### src/rtl/ttsb_pkg.sv
package ttsb_pkg;

    localparam int MOVE_THR_W = 15;
    localparam int TAP_LIM_W  = 32;
    localparam int CFG_IDX_W  = 2;
    localparam int CFG_DATA_W = 32;

    localparam logic [CFG_IDX_W-1:0] CFG_MOVE_THR  = 2'd0;
    localparam logic [CFG_IDX_W-1:0] CFG_TAP_LIMIT = 2'd1;

    localparam logic [MOVE_THR_W-1:0] MOVE_THR_RST  = 15'd10;
    localparam logic [TAP_LIM_W-1:0]  TAP_LIMIT_RST = 32'd308;

    typedef enum logic [1:0] {
        OP_DOWN  = 2'd0,
        OP_MOVE  = 2'd1,
        OP_LIFT  = 2'd2,
        OP_FOCUS = 2'd3
    } t_op;

    typedef enum logic [1:0] {
        KIND_PRESS   = 2'd0,
        KIND_RELEASE = 2'd1,
        KIND_HOLD    = 2'd2
    } t_kind;

    typedef enum logic [1:0] {
        BTN_SELECT = 2'd0,
        BTN_UP     = 2'd1,
        BTN_DOWN   = 2'd2
    } t_btn;

    // One queued command: a click (press then release) or a sensor hold change
    typedef struct packed {
        logic is_hold;
        t_btn button;
        logic sensor_on;
    } t_cmd;

endpackage

### src/rtl/touch_tap_swipe_to_button.sv
// Channel   Direction  Handshake                      Payload
// s_axis    in         s_axis_tvalid / s_axis_tready  tuser: opcode; tdata: touch fields
// m_axis    out        m_axis_tvalid / m_axis_tready  tuser: event_kind; tdata; tlast
// cfg       in         i_cfg_valid / o_cfg_ready      i_cfg_index, i_cfg_data
//
// An input item is taken whenever the two-entry command queue has room, so items can
// follow back to back. A click leaves as two results (press, then release) and a sensor
// hold change as one; the back end's output register holds each result until it is taken.
// Reset is synchronous; no clearing pass, the block takes items the cycle after reset.
// A stalled output fills the queue and then holds s_axis_tready low.
module touch_tap_swipe_to_button #(
    parameter int COORD_BITS = 16,
    parameter int TIME_BITS  = 32
) (
    input  logic                                      i_clk,
    input  logic                                      i_rst_n,
    input  logic                                      s_axis_tvalid,
    output logic                                      s_axis_tready,
    // opcode
    input  logic [1:0]                                s_axis_tuser,
    // pos_x, pos_y, timestamp, gate_open, app_consumes_touch, focus_active, zero pad
    input  logic [((2*COORD_BITS+TIME_BITS+3+7)/8)*8-1:0] s_axis_tdata,
    output logic                                      m_axis_tvalid,
    input  logic                                      m_axis_tready,
    // event_kind
    output logic [1:0]                                m_axis_tuser,
    // button, sensor_on, zero pad
    output logic [7:0]                                m_axis_tdata,
    output logic                                      m_axis_tlast,
    input  logic                                      i_cfg_valid,
    output logic                                      o_cfg_ready,
    input  logic [ttsb_pkg::CFG_IDX_W-1:0]            i_cfg_index,
    input  logic [ttsb_pkg::CFG_DATA_W-1:0]           i_cfg_data
);
    import ttsb_pkg::*;

    localparam int X_LO = 0;
    localparam int Y_LO = COORD_BITS;
    localparam int T_LO = 2*COORD_BITS;
    localparam int G_AT = 2*COORD_BITS + TIME_BITS;

    logic  push_valid, push_ready, pop_valid, pop;
    t_cmd  push_cmd, pop_cmd;
    t_kind out_kind;
    t_btn  out_button;
    logic  out_sensor_on;

    assign o_cfg_ready = 1'b1;

    ttsb_front #(
        .COORD_BITS (COORD_BITS),
        .TIME_BITS  (TIME_BITS)
    ) u_front (
        .i_clk                (i_clk),
        .i_rst_n              (i_rst_n),
        .i_valid              (s_axis_tvalid),
        .o_ready              (s_axis_tready),
        .i_op                 (t_op'(s_axis_tuser)),
        .i_pos_x              (s_axis_tdata[X_LO +: COORD_BITS]),
        .i_pos_y              (s_axis_tdata[Y_LO +: COORD_BITS]),
        .i_timestamp          (s_axis_tdata[T_LO +: TIME_BITS]),
        .i_gate_open          (s_axis_tdata[G_AT]),
        .i_app_consumes_touch (s_axis_tdata[G_AT+1]),
        .i_focus_active       (s_axis_tdata[G_AT+2]),
        .i_cfg_valid          (i_cfg_valid),
        .i_cfg_index          (i_cfg_index),
        .i_cfg_data           (i_cfg_data),
        .o_push_valid         (push_valid),
        .i_push_ready         (push_ready),
        .o_push_cmd           (push_cmd)
    );

    ttsb_fifo u_fifo (
        .i_clk        (i_clk),
        .i_rst_n      (i_rst_n),
        .i_push_valid (push_valid),
        .o_push_ready (push_ready),
        .i_push_cmd   (push_cmd),
        .o_pop_valid  (pop_valid),
        .i_pop        (pop),
        .o_pop_cmd    (pop_cmd)
    );

    ttsb_back u_back (
        .i_clk       (i_clk),
        .i_rst_n     (i_rst_n),
        .i_cmd_valid (pop_valid),
        .o_cmd_pop   (pop),
        .i_cmd       (pop_cmd),
        .o_valid     (m_axis_tvalid),
        .i_ready     (m_axis_tready),
        .o_kind      (out_kind),
        .o_button    (out_button),
        .o_sensor_on (out_sensor_on),
        .o_last      (m_axis_tlast)
    );

    assign m_axis_tuser = out_kind;
    assign m_axis_tdata = {5'd0, out_sensor_on, out_button};

endmodule

### src/rtl/ttsb_front.sv
module ttsb_front #(
    parameter int COORD_BITS = 16,
    parameter int TIME_BITS  = 32
) (
    input  logic                          i_clk,
    input  logic                          i_rst_n,
    // input items
    input  logic                          i_valid,
    output logic                          o_ready,
    input  ttsb_pkg::t_op                 i_op,
    input  logic signed [COORD_BITS-1:0]  i_pos_x,
    input  logic signed [COORD_BITS-1:0]  i_pos_y,
    input  logic [TIME_BITS-1:0]          i_timestamp,
    input  logic                          i_gate_open,
    input  logic                          i_app_consumes_touch,
    input  logic                          i_focus_active,
    // configuration writes
    input  logic                          i_cfg_valid,
    input  logic [ttsb_pkg::CFG_IDX_W-1:0]  i_cfg_index,
    input  logic [ttsb_pkg::CFG_DATA_W-1:0] i_cfg_data,
    // command queue push
    output logic                          o_push_valid,
    input  logic                          i_push_ready,
    output ttsb_pkg::t_cmd                o_push_cmd
);
    import ttsb_pkg::*;

    logic [MOVE_THR_W-1:0]        r_move_thr;
    logic [TAP_LIM_W-1:0]         r_tap_limit;

    logic                         r_hold_active, n_hold_active;
    logic                         r_touching,    n_touching;
    logic                         r_dragging,    n_dragging;
    logic signed [COORD_BITS-1:0] r_start_x;
    logic signed [COORD_BITS-1:0] r_start_y;
    logic [TIME_BITS-1:0]         r_down_time;

    logic                         accept;
    logic signed [COORD_BITS:0]   dx, dy;
    logic [COORD_BITS:0]          adx, ady;
    logic [TIME_BITS-1:0]         elapsed;
    logic                         moved_far, is_tap, is_swipe;

    assign o_ready = i_push_ready;
    assign accept  = i_valid && i_push_ready;

    always_ff @(posedge i_clk) begin
        if (!i_rst_n) begin
            r_move_thr  <= MOVE_THR_RST;
            r_tap_limit <= TAP_LIMIT_RST;
        end else if (i_cfg_valid) begin
            case (i_cfg_index)
                CFG_MOVE_THR:  r_move_thr  <= i_cfg_data[MOVE_THR_W-1:0];
                CFG_TAP_LIMIT: r_tap_limit <= i_cfg_data[TAP_LIM_W-1:0];
                default: ;
            endcase
        end
    end

    // exact differences, one bit wider than the coordinates
    assign dx  = {i_pos_x[COORD_BITS-1], i_pos_x} - {r_start_x[COORD_BITS-1], r_start_x};
    assign dy  = {i_pos_y[COORD_BITS-1], i_pos_y} - {r_start_y[COORD_BITS-1], r_start_y};
    assign adx = dx[COORD_BITS] ? (COORD_BITS+1)'(-dx) : (COORD_BITS+1)'(dx);
    assign ady = dy[COORD_BITS] ? (COORD_BITS+1)'(-dy) : (COORD_BITS+1)'(dy);

    assign elapsed   = i_timestamp - r_down_time;
    assign moved_far = (32'(adx) > 32'(r_move_thr)) || (32'(ady) > 32'(r_move_thr));
    assign is_tap    = 64'(elapsed) < 64'(r_tap_limit);
    assign is_swipe  = (ady > adx) && (32'(ady) >= 32'(r_move_thr));

    always_comb begin
        n_hold_active = r_hold_active;
        n_touching    = r_touching;
        n_dragging    = r_dragging;
        o_push_valid  = 1'b0;
        o_push_cmd    = '{is_hold: 1'b0, button: BTN_SELECT, sensor_on: 1'b0};
        if (accept) begin
            if (i_op == OP_FOCUS) begin
                if (i_focus_active != r_hold_active) begin
                    n_hold_active = i_focus_active;
                    n_touching    = 1'b0;
                    n_dragging    = 1'b0;
                    o_push_valid  = 1'b1;
                    o_push_cmd    = '{is_hold: 1'b1, button: BTN_SELECT,
                                      sensor_on: i_focus_active};
                end
            end else if (!i_gate_open) begin
                n_touching = 1'b0;
                n_dragging = 1'b0;
            end else begin
                case (i_op)
                    OP_DOWN: begin
                        n_touching = 1'b1;
                        n_dragging = 1'b0;
                    end
                    OP_MOVE: begin
                        if (r_touching && !r_dragging && moved_far) begin
                            n_dragging = 1'b1;
                        end
                    end
                    OP_LIFT: begin
                        if (r_touching) begin
                            n_touching = 1'b0;
                            if (!i_app_consumes_touch) begin
                                if (!r_dragging) begin
                                    o_push_valid = is_tap;
                                end else begin
                                    o_push_valid = is_swipe;
                                    o_push_cmd.button = dy[COORD_BITS] ? BTN_UP : BTN_DOWN;
                                end
                            end
                        end
                    end
                    default: ;
                endcase
            end
        end
    end

    always_ff @(posedge i_clk) begin
        if (!i_rst_n) begin
            r_hold_active <= 1'b0;
            r_touching    <= 1'b0;
            r_dragging    <= 1'b0;
        end else begin
            r_hold_active <= n_hold_active;
            r_touching    <= n_touching;
            r_dragging    <= n_dragging;
        end
    end

    // start point and time: latch on an accepted touchdown with the gate open
    always_ff @(posedge i_clk) begin
        if (accept && i_op == OP_DOWN && i_gate_open) begin
            r_start_x   <= i_pos_x;
            r_start_y   <= i_pos_y;
            r_down_time <= i_timestamp;
        end
    end

endmodule

### src/rtl/ttsb_fifo.sv
module ttsb_fifo (
    input  logic           i_clk,
    input  logic           i_rst_n,
    input  logic           i_push_valid,
    output logic           o_push_ready,
    input  ttsb_pkg::t_cmd i_push_cmd,
    output logic           o_pop_valid,
    input  logic           i_pop,
    output ttsb_pkg::t_cmd o_pop_cmd
);
    import ttsb_pkg::*;

    t_cmd       r_mem [2];
    logic       r_wr_ptr, r_rd_ptr;
    logic [1:0] r_count;
    logic       do_push, do_pop;

    assign o_push_ready = (r_count != 2'd2);
    assign o_pop_valid  = (r_count != 2'd0);
    assign o_pop_cmd    = r_mem[r_rd_ptr];
    assign do_push      = i_push_valid && o_push_ready;
    assign do_pop       = i_pop && o_pop_valid;

    always_ff @(posedge i_clk) begin
        if (do_push) begin
            r_mem[r_wr_ptr] <= i_push_cmd;
        end
    end

    always_ff @(posedge i_clk) begin
        if (!i_rst_n) begin
            r_wr_ptr <= 1'b0;
            r_rd_ptr <= 1'b0;
            r_count  <= 2'd0;
        end else begin
            if (do_push) begin
                r_wr_ptr <= ~r_wr_ptr;
            end
            if (do_pop) begin
                r_rd_ptr <= ~r_rd_ptr;
            end
            case ({do_push, do_pop})
                2'b10:   r_count <= r_count + 2'd1;
                2'b01:   r_count <= r_count - 2'd1;
                default: ;
            endcase
        end
    end

endmodule

### src/rtl/ttsb_back.sv
module ttsb_back (
    input  logic            i_clk,
    input  logic            i_rst_n,
    input  logic            i_cmd_valid,
    output logic            o_cmd_pop,
    input  ttsb_pkg::t_cmd  i_cmd,
    output logic            o_valid,
    input  logic            i_ready,
    output ttsb_pkg::t_kind o_kind,
    output ttsb_pkg::t_btn  o_button,
    output logic            o_sensor_on,
    output logic            o_last
);
    import ttsb_pkg::*;

    logic  r_valid;
    t_kind r_kind;
    t_btn  r_button;
    logic  r_sensor_on;
    logic  r_last;
    logic  r_phase;   // 1 once the press of a click has gone out
    logic  load;

    assign load      = i_cmd_valid && (!r_valid || i_ready);
    assign o_cmd_pop = load && (i_cmd.is_hold || r_phase);

    always_ff @(posedge i_clk) begin
        if (!i_rst_n) begin
            r_valid <= 1'b0;
            r_phase <= 1'b0;
        end else if (load) begin
            r_valid <= 1'b1;
            r_phase <= !i_cmd.is_hold && !r_phase;
        end else if (i_ready) begin
            r_valid <= 1'b0;
        end
    end

    always_ff @(posedge i_clk) begin
        if (load) begin
            if (i_cmd.is_hold) begin
                r_kind      <= KIND_HOLD;
                r_button    <= BTN_SELECT;
                r_sensor_on <= i_cmd.sensor_on;
                r_last      <= 1'b1;
            end else begin
                r_kind      <= r_phase ? KIND_RELEASE : KIND_PRESS;
                r_button    <= i_cmd.button;
                r_sensor_on <= 1'b0;
                r_last      <= r_phase;
            end
        end
    end

    assign o_valid     = r_valid;
    assign o_kind      = r_kind;
    assign o_button    = r_button;
    assign o_sensor_on = r_sensor_on;
    assign o_last      = r_last;

endmodule
### config.mk
export PLATFORM = sky130hd
export DESIGN_NAME = touch_tap_swipe_to_button
export DESIGN_NICKNAME = d
export VERILOG_FILES = /design/src/rtl/ttsb_pkg.sv /design/src/rtl/touch_tap_swipe_to_button.sv /design/src/rtl/ttsb_front.sv /design/src/rtl/ttsb_fifo.sv /design/src/rtl/ttsb_back.sv
export SDC_FILE = /design/constraint.sdc
export NUM_CORES = 1
export LEC_CHECK = 0
export BUFFER_PORTS_ARGS = -buffer_cell sky130_fd_sc_hd__buf_2
export CORE_MARGIN = 2
export CORE_UTILIZATION = 50
export CTS_BUF_LIST = sky130_fd_sc_hd__clkbuf_8
export CTS_CLUSTER_DIAMETER = 200
export CTS_CLUSTER_SIZE = 24
export DETAILED_ROUTE_END_ITERATION = 7
export GPL_TIMING_DRIVEN = 1
export PLACE_DENSITY = 0.73
export SLEW_MARGIN = 0
export SYNTH_ARGS = -nofsm -noshare
export SYNTH_HDL_FRONTEND = slang
export SYNTH_HIERARCHICAL = 1
export SYNTH_SLANG_ARGS = --single-unit
### constraint.sdc
create_clock -name i_clk -period 8 [get_ports i_clk]
set_input_delay 0.8 -clock i_clk [delete_from_list [all_inputs] [get_ports i_clk]]
set_output_delay 0.8 -clock i_clk [all_outputs]
set_load 0.005 [all_outputs]
==> results.json, run 1 <==
{
  "cts_resized": 0,
  "worstSetupStartpointType": "primary input",
  "htreeDepth": 4,
  "grt_setup_unrepaired": "false",
  "ios": 127,
  "leakagePower_nw": 5.19,
  "period_minus_slack_ns": 6.06,
  "finalHoldViolations": 0,
  "drt_iter0_markers": 376,
  "chipWidth_um": 152,
  "overflow": 0,
  "wl_met1_mm": 11.9,
  "vias_per_cell": 5.40,
  "grt_pass1_vias": 8336,
  "dp_hpwl_mm": 18.7,
  "finalCritPeriodShare": 0.757,
  "clock_skew_ns": 0.0164,
  "postPlaceCellArea_um2": 11700,
  "layout.nets": 1585,
  "drt-total-wl_mm": 23.7,
  "yosysTopAreaCell": "edfxtp_1",
  "holdWs_ns": 0.467,
  "cts_setup_buffers": 0,
  "grt_max_degree": 66,
  "synth.top_cells.by_area": "edfxtp_1 21%, ha_1 17%, dfxtp_1 10%, inv_1 4.8%, xnor2_1 4.7%",
  "cts_max_path_buffers": 2,
  "synth-seq-cells": 135,
  "synth_top_area_share": 0.215,
  "syn_area_per_cell_um2": 9.01,
  "antenna_found_initial": 1,
  "drv_slew": 0,
  "rows": 54,
  "hold_path.class": "register to register",
  "cp_common_cell": "ha_1",
  "ys.flop_type": "edfxtp_1",
  "synth_common_cells": "145 x ha_1, 139 x inv_1, 132 x nand2_1",
  "ys.warnings.count": 6,
  "via_count": 8746,
  "gp_congestion": 0.900,
  "start_util": 0.505,
  "cts_buffers": 17,
  "port_buffers": 115,
  "drtAntennaViolNets": 0,
  "routedWlPerCell_um": 14.6,
  "cts.clk_slew.worst_paths_ns": 0.08,
  "required_ns": 8.39,
  "synth_edf_count": 78,
  "grt_pass1_wl_mm": 38.9,
  "design.core.area_um2": 21600,
  "async_reset_ff_frac": 0,
  "cts_tree": "yes",
  "drcViolationCount": 0,
  "arrival_ns": 6.45,
  "dr_wl_met2_mm": 10.5,
  "syn_to_final_growth_pct": 11.3,
  "ctsHoldBuffers": 0,
  "drive_gt1_frac": 0.140,
  "die_area_um2": 23000,
  "critPathMaxStageDelay_ns": 0.68,
  "slowest_stage": "o41ai_4",
  "setup-violations-final": 0,
  "yosysMostFrequentCell": "ha_1",
  "final_cells": 1619,
  "die_h_um": 152,
  "synth_cell_types": 88,
  "max_freq_ghz": 0.165,
  "dp_cells": 1585,
  "maxUsedRoutingLayer": "met4",
  "power_density_nw_per_um2": 159,
  "synth-seq-area-share": 0.319,
  "critical_path.endpoint_type": "register",
  "ir_worst_vdd_uv": 111,
  "criticalPathCategory": "primary input to register",
  "maxCapViolations": 0,
  "grt_use_total": 0.211,
  "relSlewSlack": 0.157,
  "cts_sinks": 135,
  "place_ws_ns": 1.48,
  "reg2reg_slack_ns": 2.05,
  "wl_met3_um": 938,
  "cts_root_buf": "clkbuf_8",
  "max_slew.worst_pin.slew_ns": 1.23,
  "synthCells": 1212,
  "synth_area_um2": 10900,
  "fill_cells": 2013,
  "fin_setup_tns_ns": 0,
  "status": "finished, final reports clean",
  "clock_latency_ns": 0.45,
  "setup_ws_ns": 1.94,
  "firstDrtPassIters": 5,
  "cp_max_fo": 17,
  "fin_area_um2": 12100
}
-- stage by stage --
step                       util  total power [mW]
final                     0.562              1.94
after global routing      0.562              2.07
after CTS                 0.562              1.95
after detailed placement  0.543              1.36
after global placement    0.543              1.34
after floorplan               -              1.22
-- cell type report --
cell class                      count  area [um^2]  share of cell area
Multi-Input combinational cell    912         6780               0.558
Sequential cell                   135         3480               0.287
Timing Repair Buffer              118          598              0.0492
Inverter                          140          526              0.0433
Tap cell                          280          350              0.0288
Clock buffer                       19          262              0.0215
Clock inverter                     13          144              0.0118
Antenna cell                        2         5.00            0.000412
-- cells by family after synthesis --
group	after synthesis	share of synthesized area
muxes	8	0.00779
adders and majority gates	148	0.172
AOI/OAI and AO/OA	316	0.204
other	2	0.000688
xor gates and xnor gates	97	0.0778
and+or+nand+nor	337	0.157
buffers and inverters	169	0.0623
DFF	135	0.319
-- flip-flops by register name, indices dropped and copies added (netlist names), 2 cells and up, named ones only --
name,flops
u_front/r_down_time,32
u_fifo/r_mem,8
u_back/o_button,2
u_fifo/r_count,2
u_front/r_tap_limit,32
u_back/o_kind,2
u_front/r_start_x,16
u_front/r_move_thr,15
u_front/r_start_y,16
-- layer usage --
metal,vias to the layer above,track usage
li1,4540,-
met1,4014,0.302
met2,167,0.323
met3,25,0.0341
met4,0,0.0741
met5,-,0
-- critical path: cells and delay by family --
| kind | cells | cell delay [ns] |
|---|---|---|
| adder cells (fa/ha/maj) | 4 | 1.02 |
| buffers and inverters | 2 | 0.16 |
| XOR/XNOR | 1 | 0.19 |
| AND/OR/NAND/NOR | 6 | 0.90 |
| AO/OA/AOI/OAI | 14 | 3.35 |
-- where the power goes --
part | internal [mW] | total, mW | switching, mW
clock network | 0.297 | 0.583 | 0.286
registers | 0.750 | 0.757 | 0.00651
logic | 0.258 | 0.597 | 0.339
total | 1.30 | 1.94 | 0.632
-- layout by cell type (no fill, tap or decap), types with 8 or more instances in the layout --
cell type,instances
a21o_1,33
o21ai_0,43
nand2b_1,19
o211ai_1,10
clkbuf_8,19
dfxtp_1,57
nand3_1,22
a211oi_1,9
edfxtp_1,78
inv_1,140
a21boi_0,47
nand4_1,21
a2111oi_0,8
nor2b_1,26
xnor2_1,59
a21oi_1,74
nor3_1,10
o21bai_1,8
nor2_1,55
nand2_1,132
buf_2,115
xor2_1,38
o21a_1,16
ha_1,145
-- final timing paths --
kind | startpoint | endpoint | depth (start not counted)
setup / recovery | s_axis_tdata[0] | u_fifo/r_count[1] | 27
hold / removal | u_front/r_move_thr[10] | u_front/r_move_thr[10] | 2
setup reg to reg | u_front/r_down_time[1] | u_fifo/r_count[1] | 21
hold reg to reg | u_front/r_move_thr[10] | u_front/r_move_thr[10] | 2
(Power assumes the default switching activity.)
==> run 2: changes to the inputs <==
--- a/config.mk
+++ b/config.mk
@@ -13,7 +13,7 @@
 export CTS_CLUSTER_SIZE = 24
 export DETAILED_ROUTE_END_ITERATION = 7
 export GPL_TIMING_DRIVEN = 1
-export PLACE_DENSITY = 0.73
+export PLACE_DENSITY = 0.7
 export SLEW_MARGIN = 0
 export SYNTH_ARGS = -nofsm -noshare
 export SYNTH_HDL_FRONTEND = slang
==> constraint.sdc (replaced) <==
create_clock -name i_clk -period 6.35 [get_ports i_clk]
set_input_delay 0.635 -clock i_clk [delete_from_list [all_inputs] [get_ports i_clk]]
set_output_delay 0.635 -clock i_clk [all_outputs]
set_load 0.005 [all_outputs]
==> run 2 against run 1 <==
Effect of this change:
- critical path type is now register to register
- highest routed layer unchanged
- die area unchanged
- critical endpoint unchanged
- total power increased by 28%
- first-iteration DRC count increased by 20%
- combinational power increased by 27%
- routed wire length about the same
==> results.json, run 2 (same netlist as run 1, synthesis figures left out) <==
{
  "antenna_found_initial": 0,
  "grt_setup_unrepaired": "false",
  "via_count": 8820,
  "slowest_stage": "o31a_1",
  "worst-path-buf-inv": 0,
  "syn_to_final_growth_pct": 11.9,
  "hold_path.class": "primary input to register",
  "cts_root_buf": "clkbuf_8",
  "drcViolationCount": 0,
  "htreeDepth": 4,
  "worstPathCellList": "ha_1 > fa_1 > nand2b_1 > a21o_1 > a21oi_1 > o211ai_2 > o21ai_0 > o31a_1 > nor2_1 > xnor2_1 > ha_1 > a21oi_1 > nor2_1 > a2111oi_0 > or3_1 > a32oi_1 > a221oi_2 > o211ai_2 > nand2_1 > ha_1 > or3_1 > a21boi_1",
  "drt-total-wl_mm": 23.7,
  "die_h_um": 152,
  "max_freq_ghz": 0.176,
  "drt_iter0_markers": 453,
  "cts_sinks": 135,
  "die_area_um2": 23000,
  "grt_pass1_wl_mm": 39.2,
  "total_power_mw": 2.47,
  "clock_skew_ns": 0.0169,
  "final_cells": 1626,
  "layout.nets": 1592,
  "fin_area_um2": 12200,
  "chipWidth_um": 152,
  "vias_per_cell": 5.42,
  "cts_setup_buffers": 0,
  "ios": 127,
  "routedWlPerCell_um": 14.6,
  "ir_worst_vdd_uv": 147,
  "max_slew.worst_pin.slew_ns": 1.21,
  "critPathMaxStageDelay_ns": 0.47,
  "clock_latency_ns": 0.45,
  "relSlewSlack": 0.191,
  "maxCapViolations": 0,
  "grt_use_total": 0.212,
  "cp_max_fo": 13,
  "finalCritPeriodShare": 0.892,
  "drive_gt1_frac": 0.142,
  "finalHoldViolations": 0,
  "setup-violations-final": 0,
  "port_buffers": 115,
  "fill_cells": 2000,
  "reg.largest.list": "u_front/r_down_time x32, u_front/r_tap_limit x32",
  "dp_cells": 1592,
  "criticalPathCategory": "register to register",
  "status": "finished, final reports clean",
  "required_ns": 6.72,
  "arrival_ns": 6.03,
  "crit_family": "compound AO/OA/AOI/OAI gates",
  "overflow": 0,
  "drv_slew": 0,
  "dp_hpwl_mm": 18.8,
  "cts_buffers": 17,
  "design.core.area_um2": 21600,
  "cts.clk_slew.worst_paths_ns": 0.09,
  "cts_tree": "yes",
  "fin_setup_tns_ns": 0,
  "power_density_nw_per_um2": 202,
  "start_util": 0.505,
  "period_minus_slack_ns": 5.67,
  "critical_path.endpoint_type": "register",
  "gp_congestion": 0.856,
  "leakagePower_nw": 5.24,
  "postPlaceCellArea_um2": 11800,
  "layout_common_cells": "145 x ha_1, 142 x inv_1, 132 x nand2_1",
  "firstDrtPassIters": 5,
  "cp_common_cell": "ha_1",
  "grt_max_degree": 59,
  "layout_commonest_cell": "ha_1",
  "drtAntennaViolNets": 0,
  "rows": 54,
  "cts_resized": 0,
  "worstSetupStartpointType": "register",
  "ctsHoldBuffers": 0,
  "grt_pass1_vias": 8195,
  "cts_max_path_buffers": 2
}
==> run 2: layout make-up <==
cell class	instances	area [um^2]	area share
Antenna cell	2	5.00	0.000410
Clock buffer	19	262	0.0214
Clock inverter	13	151	0.0124
Inverter	140	526	0.0430
Multi-Input combinational cell	912	6790	0.556
Sequential cell	135	3480	0.285
Tap cell	280	350	0.0287
Timing Repair Buffer	125	651	0.0533
==> run 2: worst paths after layout <==
| path | from | endpoint | slack, ns | cells past startpoint |
|---|---|---|---|---|
| min | s_axis_tdata[54] | u_front/r_down_time[22] | 0.38 | 1 |
| min reg2reg | u_front/r_move_thr[13] | u_front/r_move_thr[13] | 0.47 | 2 |
| max | u_front/r_start_y[0] | u_fifo/r_count[1] | 0.68 | 22 |
| max reg2reg | u_front/r_start_y[0] | u_fifo/r_count[1] | 0.68 | 22 |
==> run 2: per-stage QoR <==
stage	hold WS [ns]	utilization	worst slack (ns)
2_1_floorplan	0.441	-	1.01
3_3_place_gp	0.455	0.546	0.390
3_5_place_dp	0.461	0.546	0.344
4_1_cts	0.346	0.565	0.715
5_1_grt	0.345	0.565	0.185
6_report	0.377	0.565	0.683
==> run 2: routing by layer <==
layer	wire, um	share of wire	GRT usage	up-vias
met5	0	0	0	-
met4	238	0.010	0.0565	0
met3	992	0.042	0.0287	18
met2	10600	0.45	0.332	161
met1	11900	0.50	0.309	4091
li1	-	-	-	4550
==> run 2: power by group <==
part / total (mW) / internal, mW / switching, mW
Sequential: 0.953 / 0.945 / 0.00815
Combinational: 0.756 / 0.329 / 0.427
Clock: 0.764 / 0.408 / 0.355
==> run 3: changes to the inputs <==
--- a/config.mk
+++ b/config.mk
@@ -13,7 +13,7 @@
 export CTS_CLUSTER_SIZE = 24
 export DETAILED_ROUTE_END_ITERATION = 7
 export GPL_TIMING_DRIVEN = 1
-export PLACE_DENSITY = 0.7
+export PLACE_DENSITY = 0.79
 export SLEW_MARGIN = 0
 export SYNTH_ARGS = -nofsm -noshare
 export SYNTH_HDL_FRONTEND = slang
==> run 3 against run 2 <==
Effect of this change:
- clock skew increased by 0.0027 ns
- flip-flop and latch count unchanged
- die area unchanged
- global-route usage increased by 0.12 points
- largest power group unchanged
- sequential power about the same
- combinational power increased by 0.9%
==> results.json, run 3 (same netlist as run 1, synthesis figures left out) <==
{
  "holdWs_ns": 0.356,
  "cts_root_buf": "clkbuf_8",
  "reg.largest.list": "u_front/r_down_time x32, u_front/r_tap_limit x32",
  "cts_tree": "yes",
  "power_switching_mw": 0.810,
  "fin_setup_tns_ns": 0,
  "finalHoldViolations": 0,
  "relSlewSlack": 0.221,
  "r2r_cells": 21,
  "drv_slew": 0,
  "finalCritPeriodShare": 0.882,
  "htreeDepth": 4,
  "dp_hpwl_mm": 18.9,
  "p_clk_frac": 0.321,
  "arrival_ns": 5.99,
  "layout_commonest_cell": "ha_1",
  "hold_path.startpoint": "s_axis_tdata[62]",
  "cts_max_path_buffers": 2,
  "layout.nets": 1594,
  "start_util": 0.505,
  "fill_cells": 1958,
  "r2r-start": "u_front/r_start_y[0]",
  "cts_buffers": 17,
  "multi_input_area_um2": 6790,
  "cts_setup_buffers": 0,
  "max_slew.worst_pin.slew_ns": 1.17,
  "gp_congestion": 0.936,
  "drtAntennaViolNets": 0,
  "cts.clk_slew.worst_paths_ns": 0.10,
  "cts_sinks": 135,
  "grt_pass1_wl_mm": 39.4,
  "cp_max_fo": 12,
  "maxCapViolations": 0,
  "via_count": 8944,
  "drt-total-wl_mm": 24.0,
  "fin_area_um2": 12300,
  "required_ns": 6.74,
  "pwr-share-seq": 0.377,
  "drt_iter0_markers": 468,
  "chipWidth_um": 152,
  "drcViolationCount": 0,
  "reg2reg_slack_ns": 0.75,
  "routedWlPerCell_um": 14.7,
  "max_freq_ghz": 0.179,
  "die_area_um2": 23000,
  "port_buffers": 115,
  "die_h_um": 152,
  "grt_max_degree": 66,
  "leakagePower_nw": 5.26,
  "grt_pass1_vias": 8445,
  "cts_resized": 0,
  "antenna_found_initial": 1,
  "p_int_mw": 1.72,
  "design.core.area_um2": 21600,
  "syn_to_final_growth_pct": 12.3,
  "vias_per_cell": 5.50,
  "clock_latency_ns": 0.46,
  "ios": 127,
  "worstSetupStartpointType": "register",
  "rr_endpoint": "u_fifo/r_count[1]",
  "overflow": 0,
  "power.share.switching": 0.320,
  "setup-violations-final": 0,
  "ir_worst_vdd_uv": 141,
  "ctsHoldBuffers": 0,
  "clock_skew_ns": 0.0196,
  "period_minus_slack_ns": 5.60,
  "firstDrtPassIters": 4,
  "hold_path.class": "primary input to register",
  "drive_gt1_frac": 0.146,
  "critical_path.endpoint_type": "register",
  "min_to": "u_front/r_down_time[30]",
  "criticalPathCategory": "register to register",
  "seq_area_um2": 3480,
  "grt_setup_unrepaired": "false",
  "layout_common_cells": "145 x ha_1, 140 x inv_1, 132 x nand2_1",
  "status": "finished, final reports clean",
  "postPlaceCellArea_um2": 11800,
  "min_path_cells": 1,
  "combinationalPowerShare": 0.302,
  "rows": 54,
  "grt_use_total": 0.214,
  "power_density_nw_per_um2": 206
}
==> run 3: changes by cell type in the layout (fill, tap and decap cells not counted), sizes merged <==
cell      change
diode         -1
clkbuf        -1
inv           -3
buf           +2
clkinvlp      -1
bufinv        +1
clkinv        +4
==> run 3: worst max-delay path by stage <==
| stage | start | to | slack [ns] | cells past startpoint |
|---|---|---|---|---|
| global placement | s_axis_tdata[32] | u_fifo/r_count[1] | 0.47 | 25 |
| global route | u_front/r_start_y[0] | u_fifo/r_count[1] | 0.35 | 21 |
| detailed placement | s_axis_tdata[32] | u_fifo/r_count[1] | 0.39 | 25 |
| CTS | u_front/r_start_y[0] | u_fifo/r_count[1] | 0.80 | 21 |
| floorplan | s_axis_tdata[0] | u_fifo/r_count[1] | 1.01 | 28 |
| finish | u_front/r_start_y[0] | u_fifo/r_count[1] | 0.75 | 21 |
==> run 3: cell type report <==
| class | instances | area share |
|---|---|---|
| antenna | 1 | 0.000204 |
| clock buffer | 18 | 0.0202 |
| clock inverter | 14 | 0.0162 |
| inverter | 140 | 0.0429 |
| multi-input combinational | 912 | 0.554 |
| sequential | 135 | 0.284 |
| tap | 280 | 0.0286 |
| timing repair buffer | 127 | 0.0543 |
==> run 3: critical path, stage by stage, from the launching register on <==
cell,delay [ns]
edfxtp_1,0.38
ha_1,0.22
fa_1,0.39
nand2b_1,0.22
a21o_1,0.22
a21oi_1,0.30
o211ai_2,0.15
o21ai_0,0.28
o31a_1,0.45
buf_4,0.20
a21oi_1,0.05
xor2_1,0.30
ha_1,0.31
a21o_1,0.16
a2111oi_0,0.38
a32oi_1,0.21
a221oi_2,0.33
o211ai_2,0.15
nand2_1,0.09
ha_1,0.26
or3_1,0.35
a21boi_1,0.13
==> run 3: power by group through the flow <==
stage	combinational, mW	sequential (mW)	clock [mW]
after global placement	0.724	0.973	0
after global routing	0.864	0.956	0.871
final	0.763	0.953	0.813
after CTS	0.757	0.954	0.833
after detailed placement	0.751	0.974	0
after floorplan	0.560	0.973	0
==> run 3: layer usage <==
layer / vias up / global-route usage / part of all wire / wire length [um]
li1: 4564 / - / - / -
met1: 4149 / 0.287 / 0.48 / 11500
met2: 193 / 0.351 / 0.46 / 11000
met3: 38 / 0.0371 / 0.042 / 1010
met4: 0 / 0.0662 / 0.021 / 497
met5: - / 0 / 0 / 0
==> run 3: through the flow <==
step	std cells	utilization	power [mW]	setup slack, ns
6_report	1627	0.567	2.53	0.749
5_1_grt	1626	0.567	2.69	0.345
4_1_cts	1626	0.567	2.54	0.800
3_5_place_dp	1594	0.546	1.72	0.387
3_3_place_gp	1594	0.546	1.70	0.473
2_1_floorplan	1216	-	1.53	1.01
